<file path="src/sv/i2c_master_bit_engine_top_defines.svh">
// ----------------------------------------------------------------------------
// i2c master bit engine assertion macros
// concurrent assertion wrappers, empty when SYNTH is defined
// ----------------------------------------------------------------------------
`ifndef I2C_MASTER_BIT_ENGINE_TOP_DEFINES_SVH
`define I2C_MASTER_BIT_ENGINE_TOP_DEFINES_SVH

`ifndef SYNTH
`define I2CM_ASSERT_SAME(label, clk, rst_n, ante, cons) \
	label: assert property (@(posedge clk) disable iff (!rst_n) (ante) |-> (cons)) \
		else $error("i2cm assertion failed");
`define I2CM_ASSERT_NEXT(label, clk, rst_n, ante, cons) \
	label: assert property (@(posedge clk) disable iff (!rst_n) (ante) |=> (cons)) \
		else $error("i2cm assertion failed");
`else
`define I2CM_ASSERT_SAME(label, clk, rst_n, ante, cons)
`define I2CM_ASSERT_NEXT(label, clk, rst_n, ante, cons)
`endif

`endif

</file>
<file path="src/sv/i2cm_pkg.sv">
// ----------------------------------------------------------------------------
// i2cm_pkg
// shared types and constants of the i2c master bit engine
// ----------------------------------------------------------------------------
package i2cm_pkg;

	localparam int HP_W = 10;
	localparam logic [HP_W-1:0] HALF_PERIOD_RESET = 10'd32;
	localparam logic [HP_W-1:0] HALF_PERIOD_MIN = 10'd1;
	localparam logic [3:0] BITS_PER_BYTE = 4'd8;
	localparam logic [3:0] LAST_BIT_INDEX = 4'd9;

	localparam logic [1:0] OP_START = 2'd0;
	localparam logic [1:0] OP_STOP  = 2'd1;
	localparam logic [1:0] OP_WRITE = 2'd2;
	localparam logic [1:0] OP_READ  = 2'd3;

	typedef enum logic [2:0] {
		PH_IDLE,
		PH_ST_W1,
		PH_ST_W2,
		PH_SP_W1,
		PH_SP_W2,
		PH_SP_W3,
		PH_BIT_A,
		PH_BIT_B
	} phase_t;

	typedef struct packed {
		logic       cmd_valid;
		logic [1:0] operation;
		logic [7:0] tx_byte;
		logic       send_ack;
		logic       sda_in;
	} in_item_t;

	typedef struct packed {
		logic       scl_low;
		logic       sda_low;
		logic       busy_res;
		logic       done_res;
		logic [7:0] rx_byte;
		logic       nack_seen;
	} out_item_t;

	typedef struct packed {
		phase_t          phase;
		logic [HP_W-1:0] wait_count;
		logic [3:0]      bit_index;
		logic [7:0]      shift_data;
		logic [1:0]      active_op;
		logic            ack_choice;
		logic            scl_drive;
		logic            sda_drive;
		logic            last_nack;
		logic [7:0]      received_byte;
	} eng_state_t;

endpackage

</file>
<file path="src/sv/i2cm_engine.sv">
// ----------------------------------------------------------------------------
// i2cm_engine
// bus state registers and the one-tick update of the i2c master sequencer
// ----------------------------------------------------------------------------
module i2cm_engine (
	input  logic                      clk,
	input  logic                      arst_n,
	input  logic                      en,
	input  logic [i2cm_pkg::HP_W-1:0] half_period,
	input  i2cm_pkg::in_item_t        item,
	output i2cm_pkg::out_item_t       res
);
	import i2cm_pkg::*;

	eng_state_t state_q;
	eng_state_t nxt;
	logic [HP_W-1:0] per;
	logic done;
	logic start_bit;

	assign per = (half_period == '0) ? HALF_PERIOD_MIN : half_period;

	always_comb begin
		nxt = state_q;
		done = 1'b0;
		start_bit = 1'b0;
		if (state_q.phase == PH_IDLE) begin
			if (item.cmd_valid) begin
				nxt.active_op = item.operation;
				nxt.ack_choice = item.send_ack;
				case (item.operation)
					OP_START: begin
						nxt.sda_drive = 1'b0;
						nxt.scl_drive = 1'b0;
						nxt.wait_count = per;
						nxt.phase = PH_ST_W1;
					end
					OP_STOP: begin
						nxt.sda_drive = 1'b1;
						nxt.wait_count = per;
						nxt.phase = PH_SP_W1;
					end
					OP_WRITE: begin
						nxt.shift_data = item.tx_byte;
						nxt.bit_index = '0;
						start_bit = 1'b1;
					end
					default: begin
						nxt.shift_data = '0;
						nxt.bit_index = '0;
						start_bit = 1'b1;
					end
				endcase
			end
		end else if (state_q.wait_count > HALF_PERIOD_MIN) begin
			nxt.wait_count = state_q.wait_count - HALF_PERIOD_MIN;
		end else begin
			nxt.wait_count = per;
			case (state_q.phase)
				PH_ST_W1: begin
					nxt.sda_drive = 1'b1;
					nxt.phase = PH_ST_W2;
				end
				PH_ST_W2: begin
					nxt.scl_drive = 1'b1;
					done = 1'b1;
				end
				PH_SP_W1: begin
					nxt.scl_drive = 1'b0;
					nxt.phase = PH_SP_W2;
				end
				PH_SP_W2: begin
					nxt.sda_drive = 1'b0;
					nxt.phase = PH_SP_W3;
				end
				PH_SP_W3: begin
					done = 1'b1;
				end
				PH_BIT_A: begin
					nxt.scl_drive = 1'b0;
					nxt.phase = PH_BIT_B;
				end
				default: begin
					if (state_q.active_op == OP_WRITE) begin
						if (state_q.bit_index < BITS_PER_BYTE) begin
							nxt.shift_data = {state_q.shift_data[6:0], 1'b0};
						end else begin
							nxt.last_nack = item.sda_in;
						end
					end else if (state_q.bit_index < BITS_PER_BYTE) begin
						nxt.shift_data = {state_q.shift_data[6:0], item.sda_in};
					end
					nxt.scl_drive = 1'b1;
					nxt.bit_index = state_q.bit_index + 4'd1;
					if (nxt.bit_index >= LAST_BIT_INDEX) begin
						if (state_q.active_op == OP_READ) begin
							nxt.received_byte = nxt.shift_data;
						end
						done = 1'b1;
					end else begin
						start_bit = 1'b1;
					end
				end
			endcase
		end
		if (start_bit) begin
			if (nxt.bit_index < BITS_PER_BYTE) begin
				nxt.sda_drive = (nxt.active_op == OP_WRITE) ? ~nxt.shift_data[7] : 1'b0;
			end else begin
				nxt.sda_drive = (nxt.active_op == OP_WRITE) ? 1'b0 : nxt.ack_choice;
			end
			nxt.wait_count = per;
			nxt.phase = PH_BIT_A;
		end
		if (done) begin
			nxt.phase = PH_IDLE;
			nxt.wait_count = '0;
		end
	end

	always_comb begin
		res.scl_low = nxt.scl_drive;
		res.sda_low = nxt.sda_drive;
		res.busy_res = (nxt.phase != PH_IDLE);
		res.done_res = done;
		res.rx_byte = nxt.received_byte;
		res.nack_seen = nxt.last_nack;
	end

	always_ff @(posedge clk or negedge arst_n) begin
		if (!arst_n) begin
			state_q <= '{phase: PH_IDLE, default: '0};
		end else if (en) begin
			state_q <= nxt;
		end
	end

endmodule

</file>
<file path="src/sv/i2c_master_bit_engine_top.sv">
// path: a tick accepted into the input register passes through the engine update
// and is written into the result register when the result register can take it
// throughput: one tick per clock cycle while the result register is not stalled;
// the engine state is updated in one pass between the input and result registers
// reset: arst_n clears the bus state (both lines released, idle) and loads
// the default half period of 32 ticks
// ----------------------------------------------------------------------------
// i2c_master_bit_engine_top
// open-drain i2c master bit engine with input and result registers
// ----------------------------------------------------------------------------
`include "i2c_master_bit_engine_top_defines.svh"

module i2c_master_bit_engine_top (
	input  logic                      clk,
	input  logic                      arst_n,
	input  logic                      in_valid,
	output logic                      in_ready,
	input  i2cm_pkg::in_item_t        in_item,
	output logic                      out_valid,
	input  logic                      out_ready,
	output i2cm_pkg::out_item_t       out_item,
	input  logic                      cfg_wr_en,
	input  logic [i2cm_pkg::HP_W-1:0] cfg_wr_data
);
	import i2cm_pkg::*;

	logic [HP_W-1:0] half_period_q;
	in_item_t in_item_s1;
	logic in_valid_s1;
	out_item_t out_item_s2;
	logic out_valid_s2;
	out_item_t res;
	logic advance;

	assign advance = in_valid_s1 && (!out_valid_s2 || out_ready);
	assign in_ready = !in_valid_s1 || advance;
	assign out_valid = out_valid_s2;
	assign out_item = out_item_s2;

	always_ff @(posedge clk or negedge arst_n) begin
		if (!arst_n) begin
			half_period_q <= HALF_PERIOD_RESET;
		end else if (cfg_wr_en) begin
			half_period_q <= cfg_wr_data;
		end
	end

	always_ff @(posedge clk or negedge arst_n) begin
		if (!arst_n) begin
			in_valid_s1 <= 1'b0;
			out_valid_s2 <= 1'b0;
		end else begin
			if (in_ready) begin
				in_valid_s1 <= in_valid;
			end
			if (advance) begin
				out_valid_s2 <= 1'b1;
			end else if (out_ready) begin
				out_valid_s2 <= 1'b0;
			end
		end
	end

	always_ff @(posedge clk) begin
		if (in_ready && in_valid) begin
			in_item_s1 <= in_item;
		end
		if (advance) begin
			out_item_s2 <= res;
		end
	end

	i2cm_engine u_engine (
		.clk         (clk),
		.arst_n      (arst_n),
		.en          (advance),
		.half_period (half_period_q),
		.item        (in_item_s1),
		.res         (res)
	);

	`I2CM_ASSERT_SAME(a_done_not_busy, clk, arst_n,
		out_valid_s2 && out_item_s2.done_res, !out_item_s2.busy_res)
	`I2CM_ASSERT_SAME(a_no_advance_on_stall, clk, arst_n,
		out_valid_s2 && !out_ready, !advance)
	`I2CM_ASSERT_NEXT(a_advance_fills_result, clk, arst_n, advance, out_valid_s2)

endmodule
</file>
<file path="config.mk">
export PLATFORM = sky130hd
export DESIGN_NAME = i2c_master_bit_engine_top
export DESIGN_NICKNAME = d
export VERILOG_FILES = /design/src/sv/i2cm_pkg.sv /design/src/sv/i2cm_engine.sv /design/src/sv/i2c_master_bit_engine_top.sv
export VERILOG_INCLUDE_DIRS = /design/src /design/src/sv
export SDC_FILE = /design/constraint.sdc
export NUM_CORES = 1
export LEC_CHECK = 0
export ABC_AREA = 1
export BUFFER_PORTS_ARGS = -buffer_cell sky130_fd_sc_hd__buf_2
export CORE_MARGIN = 3
export CORE_UTILIZATION = 59
export CTS_CLUSTER_DIAMETER = 60
export CTS_CLUSTER_SIZE = 40
export DETAILED_ROUTE_END_ITERATION = 12
export HOLD_SLACK_MARGIN = 0.02
export PLACE_DENSITY = 0.8
export SYNTH_ARGS = -nofsm -noshare
export SYNTH_HDL_FRONTEND = slang
export SYNTH_SLANG_ARGS = --single-unit
</file>
<file path="constraint.sdc">
create_clock -name clk -period 2.3 [get_ports clk]
set_clock_uncertainty 0.05 [all_clocks]
set_input_delay 0.46 -clock clk [delete_from_list [all_inputs] [get_ports clk]]
set_output_delay 0.46 -clock clk [all_outputs]
set_load 0.03 [all_outputs]
</file>
==> metrics.csv, run 1 <==
stage,metric,value,unit
status,result of the run,completed,
power,reported net switching power,2.22,mW
die,y dimension of the die,88.0,um
drt,Starting DRT DRC Count,296,
final_layout,sequential cell area in the final layout,2060,um^2
die,Floorplan Core Area,6420,um^2
critical_path,crit path capture type,register,
grt,number of antenna violations at the first check in global routing,0,
final_layout,Layout Nets,512,
final_layout,"leading cell types in the layout, fill and taps excluded","109 x nand2_1, 50 x dfrtp_1, 43 x inv_1",
sta,number of pins with negative max-slew slack in the final report,0,
sta,Hold Fails Final Rpt,0,
critical_path,Worst Setup SP,u_engine.state_q[26]$_DFFE_PN0P_,
final_layout,Antenna Diode Count,0,
cts,"Hold-fix buffers, CTS",0,
cts,number of setup buffers added after CTS,0,
sta,setup TNS,0,ps
drt,count of vias placed by the detailed router,3182,
critical_path,critical path arrival,2220,ps
critical_path,biggest fanout along the worst timing path,7,
cts,root buffer cell,clkbuf_8,
final_layout,utilization after layout,70.1,%
cts,number of levels the H-tree was split into,3,
place,GP Congestion,0.976,
power,sequential share of power,37.2,%
power,power density cells,1170,nW/um^2
synth,average cell area after synthesis,9.26,um^2
sta,post-route fraction of the period consumed by the critical path,94.0,%
cts,post_cts resized,0,
grt,via count of the first global-routing pass,2877,
die,die area,7740,um^2
synth,cell area after synthesis,3960,um^2
drt,DRC violations left,0,
power,combinational group share of total power,42.1,%
synth,post-synthesis cell type count,47,
final_layout,area of the multi-input gates,1650,um^2
min_path,Hold/Removal Path Class,in -> async,
grt,global routing usage summed across all routing layers,22.6,%
flow_run,count of max-cap constraint violations,0,
die,Horiz. Die Dim,88.0,um
grt,first-pass GRT wire length,13300,um
cts,maximum root-to-sink buffer count,2,
final_layout,Post-Layout Inst Area,4500,um^2
drt,Post-Route WL,8220,um
die,number of rows created at floorplan,29,
place,placed wire-length estimate,6120,um
critical_path,Worst Setup Path Type,reg -> reg,
sta,Fmax,0.462,GHz
drt,DRT antenna net count,0,
power,maximum resistive drop on vdd,0.599,mV
power,overall power consumption,5.29,mW
cts,clock latency of the later-clocked register in the worst-skew pair,360,ps
sta,endpoints failing setup,0,
sta,post-layout minimum cycle time,2160,ps
grt,largest net degree at the start of global routing,30,
synth,Synth Register Bits,77,
power,switching part of the total power,42.0,%
place,dpl cells,546,
critical_path,kind of start point of the critical path,register,
final_layout,Post-Layout Cell Count,562,
drt,drt wl/cell,14.6,um
sta,Hold Slack,60.8,ps
critical_path,Worst R2R Path Depth,10,
die,Starting Density,61.7,%
sta,RSZ-0062 raised after global routing,false,
cts,clock-pin slew reported for the worst setup and hold paths after clock tree synthesis,80,ps
critical_path,Worst R2R Start,u_engine.state_q[26]$_DFFE_PN0P_,
place,area of placed instances,4290,um^2
drt,Vias/cell,5.66,
critical_path,"setup slack, reg-to-reg",140,ps
die,I/O Pins,43,
final_layout,Area Overhead vs Synth,13.7,%
power,leakage dissipation,2.06,nW
synth,Synthesis Warnings,0,
critical_path,delay contributed by the slowest stage of the critical path,380,ps
cts,number of CTS-inserted buffers,9,
power,clock power share,20.7,%
drt,iteration count of the initial detailed-routing pass,5,
critical_path,CP cell instances,"inv_1, ha_1, nor2_1, nor2_4, nand2_2, nor2_2, a21boi_2, o2111ai_1, o21ai_1, nand2_1",
final_layout,fraction of layout instances using a drive strength above 1,23.5,%
cts,Sink Count,77,
sta,remaining max-slew budget at the tightest pin,59.2,%
grt,total global routing overflow,0,
place,number of buffers added on ports,42,
critical_path,Slowest cell on crit path,dfrtp_1,
synth,cells after synthesis,428,
final_layout,Filler Cell Count,476,
sta,pin slew with the least headroom to its limit,612,ps
critical_path,crit path capture,out_item[10]$_DFFE_PP_,
place,dpl ws,175,ps
critical_path,reg-to-reg endpoint,out_item[10]$_DFFE_PP_,
sta,smallest setup slack after layout,138,ps
final_layout,most frequent standard cell in the layout excluding fill and tap cells,nand2_1,
synth,"Net Count, Synth",460,
power,internal power,3.07,mW
cts,CTS tree,done,
synth,sequential fraction of the synthesis area,51.9,%
critical_path,required time worst endpoint,2350,ps
how the worst min path moves through the flow:
stage / start / endpoint / slack, ps / cells after the start
after floorplan: arst_n / half_period_q[0]$_DFFE_PN0P_ / 110 / 0
after global placement: u_engine.state_q[2]$_DFFE_PN0P_ / u_engine.state_q[2]$_DFFE_PN0P_ / 410 / 2
after detailed placement: u_engine.state_q[2]$_DFFE_PN0P_ / u_engine.state_q[2]$_DFFE_PN0P_ / 420 / 2
after CTS: arst_n / u_engine.state_q[5]$_DFFE_PN0P_ / 70 / 1
after global routing: arst_n / u_engine.state_q[1]$_DFFE_PN0P_ / 90 / 1
final: arst_n / u_engine.state_q[5]$_DFFE_PN0P_ / 60 / 1
flip-flops by register name, summed over array words and instances (netlist names):
register          cells
u_engine.state_q     39
in_item_s1           13
out_item             13
half_period_q        10
in_valid_s1           1
out_valid             1
kinds of logic (layout without fill, tap and decap cells):
logic type                 count (synthesis)  in the layout  synth area share, %
adders and majority gates                  4              4                 1.26
buffers and inverters                     59            116                 6.44
DFF                                       77             77                 51.9
muxes                                      4              4                 1.01
xor gates and xnor gates                   7              7                 1.55
AOI/OAI and AO/OA                         87             87                 13.4
and+or+nand+nor                          190            190                 24.4
critical path: cells and delay by family (launching register included):
kind            cells  cell delay (ps)
simple gates        5              490
flops               1              380
compound gates      3              690
fa+ha+maj           1              220
buf+inv             1               90
power by group through the flow:
stage	combinational, mW	sequential [mW]	clock (mW)
final	2.22	1.97	1.09
after global routing	2.46	1.99	1.17
after CTS	2.19	1.96	1.11
after detailed placement	2.18	1.98	0
after global placement	2.14	1.97	0
after floorplan	1.63	2.01	0
per-layer routing:
metal | vias up | wire length [um] | GRT usage [%]
met1 | 1466 | 3700 | 31.8
met3 | 11 | 757 | 7.06
met4 | 0 | 108 | 7.81
li1 | 1548 | - | -
met5 | - | 0 | 0
met2 | 157 | 3660 | 33.2
final cells by class:
class / instances / area share [%]
flip-flops and latches: 77 / 45.7
multi-input cells: 292 / 36.7
repair buffers: 49 / 6.11
inverters: 51 / 4.58
clock buffers: 10 / 2.83
well taps: 77 / 2.14
clock inverters: 6 / 1.92
cell usage after synthesis, drive strengths merged:
| cell | count | area [um^2] |
|---|---|---|
| nand2 | 119 | 495 |
| o21ai | 55 | 313 |
| dfrtp | 50 | 1250 |
| inv | 50 | 203 |
| nand3 | 28 | 158 |
| edfxtp | 26 | 781 |
| nor2 | 26 | 196 |
| nand4 | 11 | 83.8 |
| a21oi | 9 | 45.0 |
| o22ai | 9 | 56.3 |
| o211ai | 6 | 50.1 |
| xor2 | 6 | 52.6 |
| buf | 4 | 33.8 |
| clkbuf | 4 | 15.0 |
| ha | 4 | 50.1 |
| mux2i | 4 | 40.0 |
| or2 | 3 | 18.8 |
| a31oi | 2 | 12.5 |
| nor3 | 2 | 10.0 |
| a2111oi | 1 | 8.76 |
| a21boi | 1 | 11.3 |
| a22oi | 1 | 7.51 |
| clkinv | 1 | 3.75 |
| dfstp | 1 | 26.3 |
| nor4 | 1 | 6.26 |
| o2111ai | 1 | 8.76 |
| o21a | 1 | 7.51 |
| o221ai | 1 | 8.76 |
| xnor2 | 1 | 8.76 |
Power figures use the tool's default switching activity.
==> run 2: changes to the inputs <==
- SETUP_SLACK_MARGIN: not set -> 0.2
==> run 2 against run 1 <==
Setup slack improved by 60 ps. Via count rose by 2.2%. Die area did not move. Sequential power barely moved. Global-route usage fell by 0.10 points. Maximum frequency rose by 2.8%. Clock power barely moved. Critical path depth rose by 3. Count of clock-buffer cells in the layout did not move. Combinational power rose by 8%. Largest cell class unchanged.
==> metrics.csv, run 2 (synthesized netlist as in run 1, its figures left out) <==
stage,metric,value,unit,change
final_layout,Post-Layout Inst Area,4600,um^2,+2.1%
place,placed wire-length estimate,6120,um,unchanged
place,dpl ws,175,ps,unchanged
min_path,Hold/Removal Path Class,in -> async,,
drt,drt wl/cell,15.2,um,+3.6%
die,die area,7740,um^2,unchanged
critical_path,required time worst endpoint,2480,ps,+130 ps
sta,Hold Slack,59.6,ps,-1.19 ps
final_layout,Antenna Diode Count,0,,unchanged
power,internal power,3.15,mW,+2.5%
cts,root buffer cell,clkbuf_8,,
sta,remaining max-slew budget at the tightest pin,59.0,%,-0.17 points
grt,total global routing overflow,0,,unchanged
sta,Hold Fails Final Rpt,0,,unchanged
final_layout,Area Overhead vs Synth,16.1,%,
die,number of rows created at floorplan,29,,unchanged
power,power density cells,1190,nW/um^2,+1.3%
grt,global routing usage summed across all routing layers,22.5,%,-0.10 points
critical_path,crit path capture type,register,,
critical_path,kind of start point of the critical path,register,,
drt,Post-Route WL,8600,um,+4.6%
power,clock power share,20.0,%,-0.7 points
critical_path,Worst Path Buf+Inv,4,,+3
drt,Starting DRT DRC Count,252,,-15%
die,Horiz. Die Dim,88.0,um,unchanged
drt,count of vias placed by the detailed router,3253,,+2.2%
final_layout,Post-Layout Cell Count,567,,+0.89%
critical_path,critical path arrival,2290,ps,+70 ps
final_layout,fraction of layout instances using a drive strength above 1,26.1,%,+2.6 points
drt,DRC violations left,0,,unchanged
place,GP Congestion,0.976,,unchanged
power,reported net switching power,2.33,mW,+4.7%
grt,via count of the first global-routing pass,2873,,-0.14%
critical_path,biggest fanout along the worst timing path,5,,-2
final_layout,most frequent standard cell in the layout excluding fill and tap cells,nand2_1,,
critical_path,Worst Setup Path Type,reg -> reg,,
grt,global routing met1 resource utilization,31.8,%,unchanged
critical_path,delay contributed by the slowest stage of the critical path,400,ps,+20 ps
drt,DRT antenna net count,0,,unchanged
grt,largest net degree at the start of global routing,30,,unchanged
sta,post-route fraction of the period consumed by the critical path,91.4,%,-2.6 points
sta,Fmax,0.476,GHz,+2.8%
die,y dimension of the die,88.0,um,unchanged
die,I/O Pins,43,,unchanged
drt,iteration count of the initial detailed-routing pass,5,,unchanged
final_layout,Filler Cell Count,457,,-4.0%
power,sequential share of power,36.1,%,-1.1 points
sta,smallest setup slack after layout,198,ps,+59.8 ps
grt,met2 Resource Use GR,33.2,%,+0.068 points
cts,CTS tree,done,,
power,combinational group share of total power,43.9,%,+1.8 points
place,area of placed instances,4290,um^2,unchanged
cts,Sink Count,77,,unchanged
sta,endpoints failing setup,0,,unchanged
power,overall power consumption,5.47,mW,+3.5%
power,switching part of the total power,42.5,%,+0.52 points
grt,number of antenna violations at the first check in global routing,0,,unchanged
grt,met3 usage,5.64,%,-1.4 points
die,Starting Density,61.7,%,unchanged
cts,clock-pin slew reported for the worst setup and hold paths after clock tree synthesis,80,ps,about the same
final_layout,register name with the most flops,u_engine.state_q,,
sta,setup TNS,0,ps,unchanged
critical_path,Worst path top cell family by delay,compound AO/OA/AOI/OAI gates,,
flow_run,count of max-cap constraint violations,0,,unchanged
grt,most utilized layer in the global route result,met2,,
cts,number of levels the H-tree was split into,3,,unchanged
place,dpl cells,546,,unchanged
power,leakage dissipation,2.10,nW,+2.0%
cts,maximum root-to-sink buffer count,2,,unchanged
final_layout,number of flip-flops in the largest register,39,,unchanged
drt,Vias/cell,5.74,,+1.3%
critical_path,CP dominant cell by count,o21ai_0,,
place,number of buffers added on ports,42,,unchanged
status,result of the run,completed,,
cts,number of CTS-inserted buffers,9,,unchanged
final_layout,"leading cell types in the layout, fill and taps excluded","109 x nand2_1, 50 x dfrtp_1, 42 x buf_2",,
critical_path,Slowest cell on crit path,dfrtp_1,,
sta,pin slew with the least headroom to its limit,615,ps,+2.55 ps
sta,post-layout minimum cycle time,2100,ps,-59.8 ps
final_layout,utilization after layout,71.6,%,+1.5 points
grt,first-pass GRT wire length,13300,um,unchanged
power,maximum resistive drop on vdd,0.604,mV,+0.84%
sta,RSZ-0062 raised after global routing,true,,
final_layout,Layout Nets,517,,+0.98%
cts,clock latency of the later-clocked register in the worst-skew pair,360,ps,about the same
critical_path,CP cell instances,"inv_2, ha_2, buf_4, o21ai_4, inv_1, nand2_2, nor2_4, nor2_4, inv_1, o21ai_0, o21ai_0, nand2_1, o21ai_0",,
die,Floorplan Core Area,6420,um^2,unchanged
sta,number of pins with negative max-slew slack in the final report,0,,unchanged
-- run 2: timing repair --
item,4_1_cts,5_1_grt
resized for setup,2,13
pin swaps,0,4
setup buffers,0,5
hold buffers,0,0
cloned,0,0
setup endpoints to repair,2,17
-- run 2: layout make-up --
type                            count  area (um^2)  area share [%]
Clock buffer                       10          128            2.77
Clock inverter                      6         86.3            1.88
Inverter                           51          209            4.54
Multi-Input combinational cell    292         1710            37.2
Sequential cell                    77         2060            44.7
Tap cell                           77         96.3            2.09
Timing Repair Buffer               54          313            6.80
-- run 2: path summary, 6_finish.rpt --
path / from / endpoint / slack [ps] / cells past startpoint
max: u_engine.state_q[26]$_DFFE_PN0P_ / u_engine.state_q[26]$_DFFE_PN0P_ / 200 / 13
min: arst_n / u_engine.state_q[5]$_DFFE_PN0P_ / 60 / 1
max reg2reg: u_engine.state_q[26]$_DFFE_PN0P_ / u_engine.state_q[26]$_DFFE_PN0P_ / 200 / 13
min reg2reg: u_engine.state_q[2]$_DFFE_PN0P_ / u_engine.state_q[2]$_DFFE_PN0P_ / 440 / 2
max in group asynchronous: arst_n / half_period_q[5]$_DFFE_PN1P_ / 1510 / 2
min in group clk: in_item[7] / in_item_s1[7]$_DFFE_PP_ / 230 / 1
-- run 2: layer usage --
| metal | wire [um] | vias up |
|---|---|---|
| li1 | - | 1558 |
| met3 | 647 | 14 |
| met4 | 137 | 0 |
| met5 | 0 | - |
| met1 | 3900 | 1525 |
| met2 | 3910 | 156 |
-- run 2: power groups by stage --
stage	logic, mW	registers (mW)	clock network [mW]
after floorplan	1.63	2.01	0
after global placement	2.14	1.97	0
after detailed placement	2.18	1.98	0
after CTS	2.21	1.96	1.11
after global routing	2.62	2.00	1.17
final	2.40	1.97	1.09
==> run 3: changes to the inputs <==
- PLACE_DENSITY: 0.8 -> not set
- PLACE_DENSITY_LB_ADDON: not set -> 0.12
- REMOVE_ABC_BUFFERS: not set -> 1
==> run 3 against run 2 <==
Design area is 0.38% lower. Critical path depth fell by 3. Die area is the same. Count of clock-buffer cells in the layout is 1 lower. Clock power about the same. Sequential share of layout area increased by 0.20 points. Global-route usage grew 2.6 points. Critical path type unchanged.
==> metrics.csv, run 3 (synthesized netlist as in run 1, its figures left out) <==
stage,metric,value,unit,change
final_layout,Antenna Diode Count,0,,unchanged
critical_path,Worst R2R Path Depth,10,,-3
place,dpl ws,120,ps,-55.3 ps
min_path,worst min-delay path startpoint,in_item[8],,
final_layout,register name with the most flops,u_engine.state_q,,
sta,Hold Fails Final Rpt,0,,unchanged
cts,maximum root-to-sink buffer count,2,,unchanged
final_layout,fraction of layout instances using a drive strength above 1,26.2,%,+0.044 points
power,power density cells,1170,nW/um^2,-2.0%
power,sequential share of power,36.9,%,+0.8 points
cts,clock latency of the later-clocked register in the worst-skew pair,360,ps,about the same
critical_path,Worst Setup SP,u_engine.state_q[26]$_DFFE_PN0P_,,
place,placed wire-length estimate,6350,um,+3.6%
critical_path,delay contributed by the slowest stage of the critical path,390,ps,about the same
critical_path,critical path arrival,2050,ps,-240 ps
place,dpl cells,548,,+0.37%
grt,global routing usage summed across all routing layers,25.1,%,+2.6 points
place,GP Congestion,0.939,,-3.8%
cts,CTS tree,done,,
power,reported net switching power,2.32,mW,-0.52%
drt,Starting DRT DRC Count,273,,+8.3%
critical_path,"setup slack, reg-to-reg",310,ps,+110 ps
power,clock power share,19.8,%,-0.2 points
final_layout,Layout Nets,520,,+0.58%
critical_path,Worst R2R Start,u_engine.state_q[26]$_DFFE_PN0P_,,
power,combinational group share of total power,43.2,%,-0.7 points
critical_path,crit path capture,out_item[10]$_DFFE_PP_,,
power,maximum resistive drop on vdd,0.535,mV,-11%
critical_path,biggest fanout along the worst timing path,5,,unchanged
sta,endpoints failing setup,0,,unchanged
sta,Hold Slack,216,ps,+157 ps
die,Horiz. Die Dim,88.0,um,unchanged
drt,drt wl/cell,15.5,um,+2.0%
die,die area,7740,um^2,unchanged
sta,smallest setup slack after layout,306,ps,+109 ps
drt,iteration count of the initial detailed-routing pass,6,,+1
critical_path,crit path capture type,register,,
grt,largest net degree at the start of global routing,22,,-27%
die,Floorplan Core Area,6420,um^2,unchanged
final_layout,Area Overhead vs Synth,15.7,%,
critical_path,required time worst endpoint,2360,ps,-120 ps
drt,count of vias placed by the detailed router,3203,,-1.5%
place,number of buffers added on ports,42,,unchanged
final_layout,"leading cell types in the layout, fill and taps excluded","109 x nand2_1, 49 x dfrtp_1, 42 x inv_1, 42 x buf_2, 37 x o21ai_0",,
grt,via count of the first global-routing pass,3043,,+5.9%
cts,Sink Count,77,,unchanged
critical_path,kind of start point of the critical path,register,,
sta,number of pins with negative max-slew slack in the final report,0,,unchanged
sta,RSZ-0062 raised after global routing,false,,
power,internal power,3.03,mW,-3.7%
final_layout,number of flip-flops in the largest register,39,,unchanged
grt,first-pass GRT wire length,14700,um,+11%
drt,DRT antenna net count,0,,unchanged
die,I/O Pins,43,,unchanged
final_layout,Post-Layout Cell Count,570,,+0.53%
critical_path,Slowest cell on crit path,dfrtp_1,,
cts,number of levels the H-tree was split into,3,,unchanged
sta,Fmax,0.502,GHz,+5.5%
critical_path,Worst Setup Path Type,reg -> reg,,
critical_path,CP cell instances,"inv_1, ha_2, nor2_2, nor2_4, nand2_2, nor2_4, a21boi_4, o2111ai_2, o21ai_1, nand2_1",,
critical_path,reg-to-reg endpoint,out_item[10]$_DFFE_PP_,,
grt,total global routing overflow,0,,unchanged
power,switching part of the total power,43.3,%,+0.79 points
min_path,Hold/Removal Path Class,in -> reg,,
grt,number of antenna violations at the first check in global routing,0,,unchanged
flow_run,count of max-cap constraint violations,0,,unchanged
cts,root buffer cell,clkbuf_8,,
die,Starting Density,61.7,%,unchanged
sta,post-layout minimum cycle time,1990,ps,-109 ps
power,leakage dissipation,2.09,nW,-0.50%
sta,remaining max-slew budget at the tightest pin,66.4,%,+7.4 points
drt,Vias/cell,5.62,,-2.1%
sta,post-route fraction of the period consumed by the critical path,86.7,%,-4.7 points
drt,DRC violations left,0,,unchanged
final_layout,most frequent standard cell in the layout excluding fill and tap cells,nand2_1,,
critical_path,CP dominant cell by count,nor2_4,,
die,y dimension of the die,88.0,um,unchanged
cts,clock-pin slew reported for the worst setup and hold paths after clock tree synthesis,90,ps,about the same
critical_path,depth of the critical timing path with buffers and inverters included,10,,-3
cts,number of CTS-inserted buffers,9,,unchanged
drt,Post-Route WL,8810,um,+2.5%
die,number of rows created at floorplan,29,,unchanged
critical_path,Worst Path Buf+Inv,1,,-3
critical_path,Worst path top cell family by delay,compound AO/OA/AOI/OAI gates,,
status,result of the run,completed,,
sta,pin slew with the least headroom to its limit,492,ps,-123 ps
[run 3: changes by cell type in the layout (fill, tap and decap cells not counted), moves of 2 or more]
cell and change:
buf_4 +3, clkinvlp_4 +2, inv_2 -2, inv_6 +2
o21ai_0 -2, o21ai_1 +2
[run 3: worst reg2reg max path, delay by kind of cell (launching register included)]
kind / cells / cell delay [ps]
compound gates: 3 / 520
flops: 1 / 390
buf+inv: 1 / 100
simple gates: 5 / 460
fa+ha+maj: 1 / 220
[run 3: layout make-up]
class	instances	area [um^2]
clock inverters	7	78.8
repair buffers	57	325
inverters	51	213
well taps	77	96.3
fillers	490	1840
flip-flops and latches	77	2060
clock buffers	9	124
multi-input cells	292	1690
[run 3: worst min-delay path by stage]
stage	slack (ps)	end	cells after the start
floorplan	110	half_period_q[0]$_DFFE_PN0P_	0
global placement	360	u_engine.state_q[35]$_DFFE_PN0P_	1
detailed placement	360	u_engine.state_q[35]$_DFFE_PN0P_	1
CTS	200	in_item_s1[8]$_DFFE_PP_	1
global route	200	in_item_s1[8]$_DFFE_PP_	1
finish	220	in_item_s1[8]$_DFFE_PP_	1
[run 3: layer usage]
layer | share of wire, % | global-route usage, % | up-vias | routed length, um
met5 | 0 | 0 | - | 0
met4 | 1.6 | 7.53 | 0 | 142
met3 | 6.3 | 4.89 | 14 | 558
met2 | 45 | 37.9 | 127 | 3980
met1 | 47 | 36.7 | 1505 | 4130
li1 | - | - | 1557 | -
[run 3: power by group through the flow]
stage          combinational (mW)  sequential [mW]  clock, mW
6_report                     2.31             1.97       1.06
3_5_place_dp                 2.19             1.98          0
2_1_floorplan                1.58             2.03          0
4_1_cts                      2.22             1.96       1.07
5_1_grt                      2.55             2.01       1.13
3_3_place_gp                 2.16             1.97          0
[run 3: per-stage QoR]
stage / area (um^2) / total power, mW / setup TNS [ps] / utilization (%)
2_1_floorplan: 3910 / 3.61 / -4320 / -
4_1_cts: 4510 / 5.25 / 0 / 70.3
3_5_place_dp: 4290 / 4.17 / 0 / 66.8
6_report: 4580 / 5.35 / 0 / 71.4
5_1_grt: 4580 / 5.70 / 0 / 71.4
3_3_place_gp: 4290 / 4.13 / 0 / 66.8
[run 3: what timing repair did]
| item | CTS | global route |
|---|---|---|
| endpoints found under the hold margin | 15 | 0 |
| gates resized for setup | 2 | 11 |
| setup buffers | 0 | 5 |
| hold buffers | 1 | 0 |
| pin swaps | 0 | 3 |
| endpoints found under the setup margin | 2 | 17 |
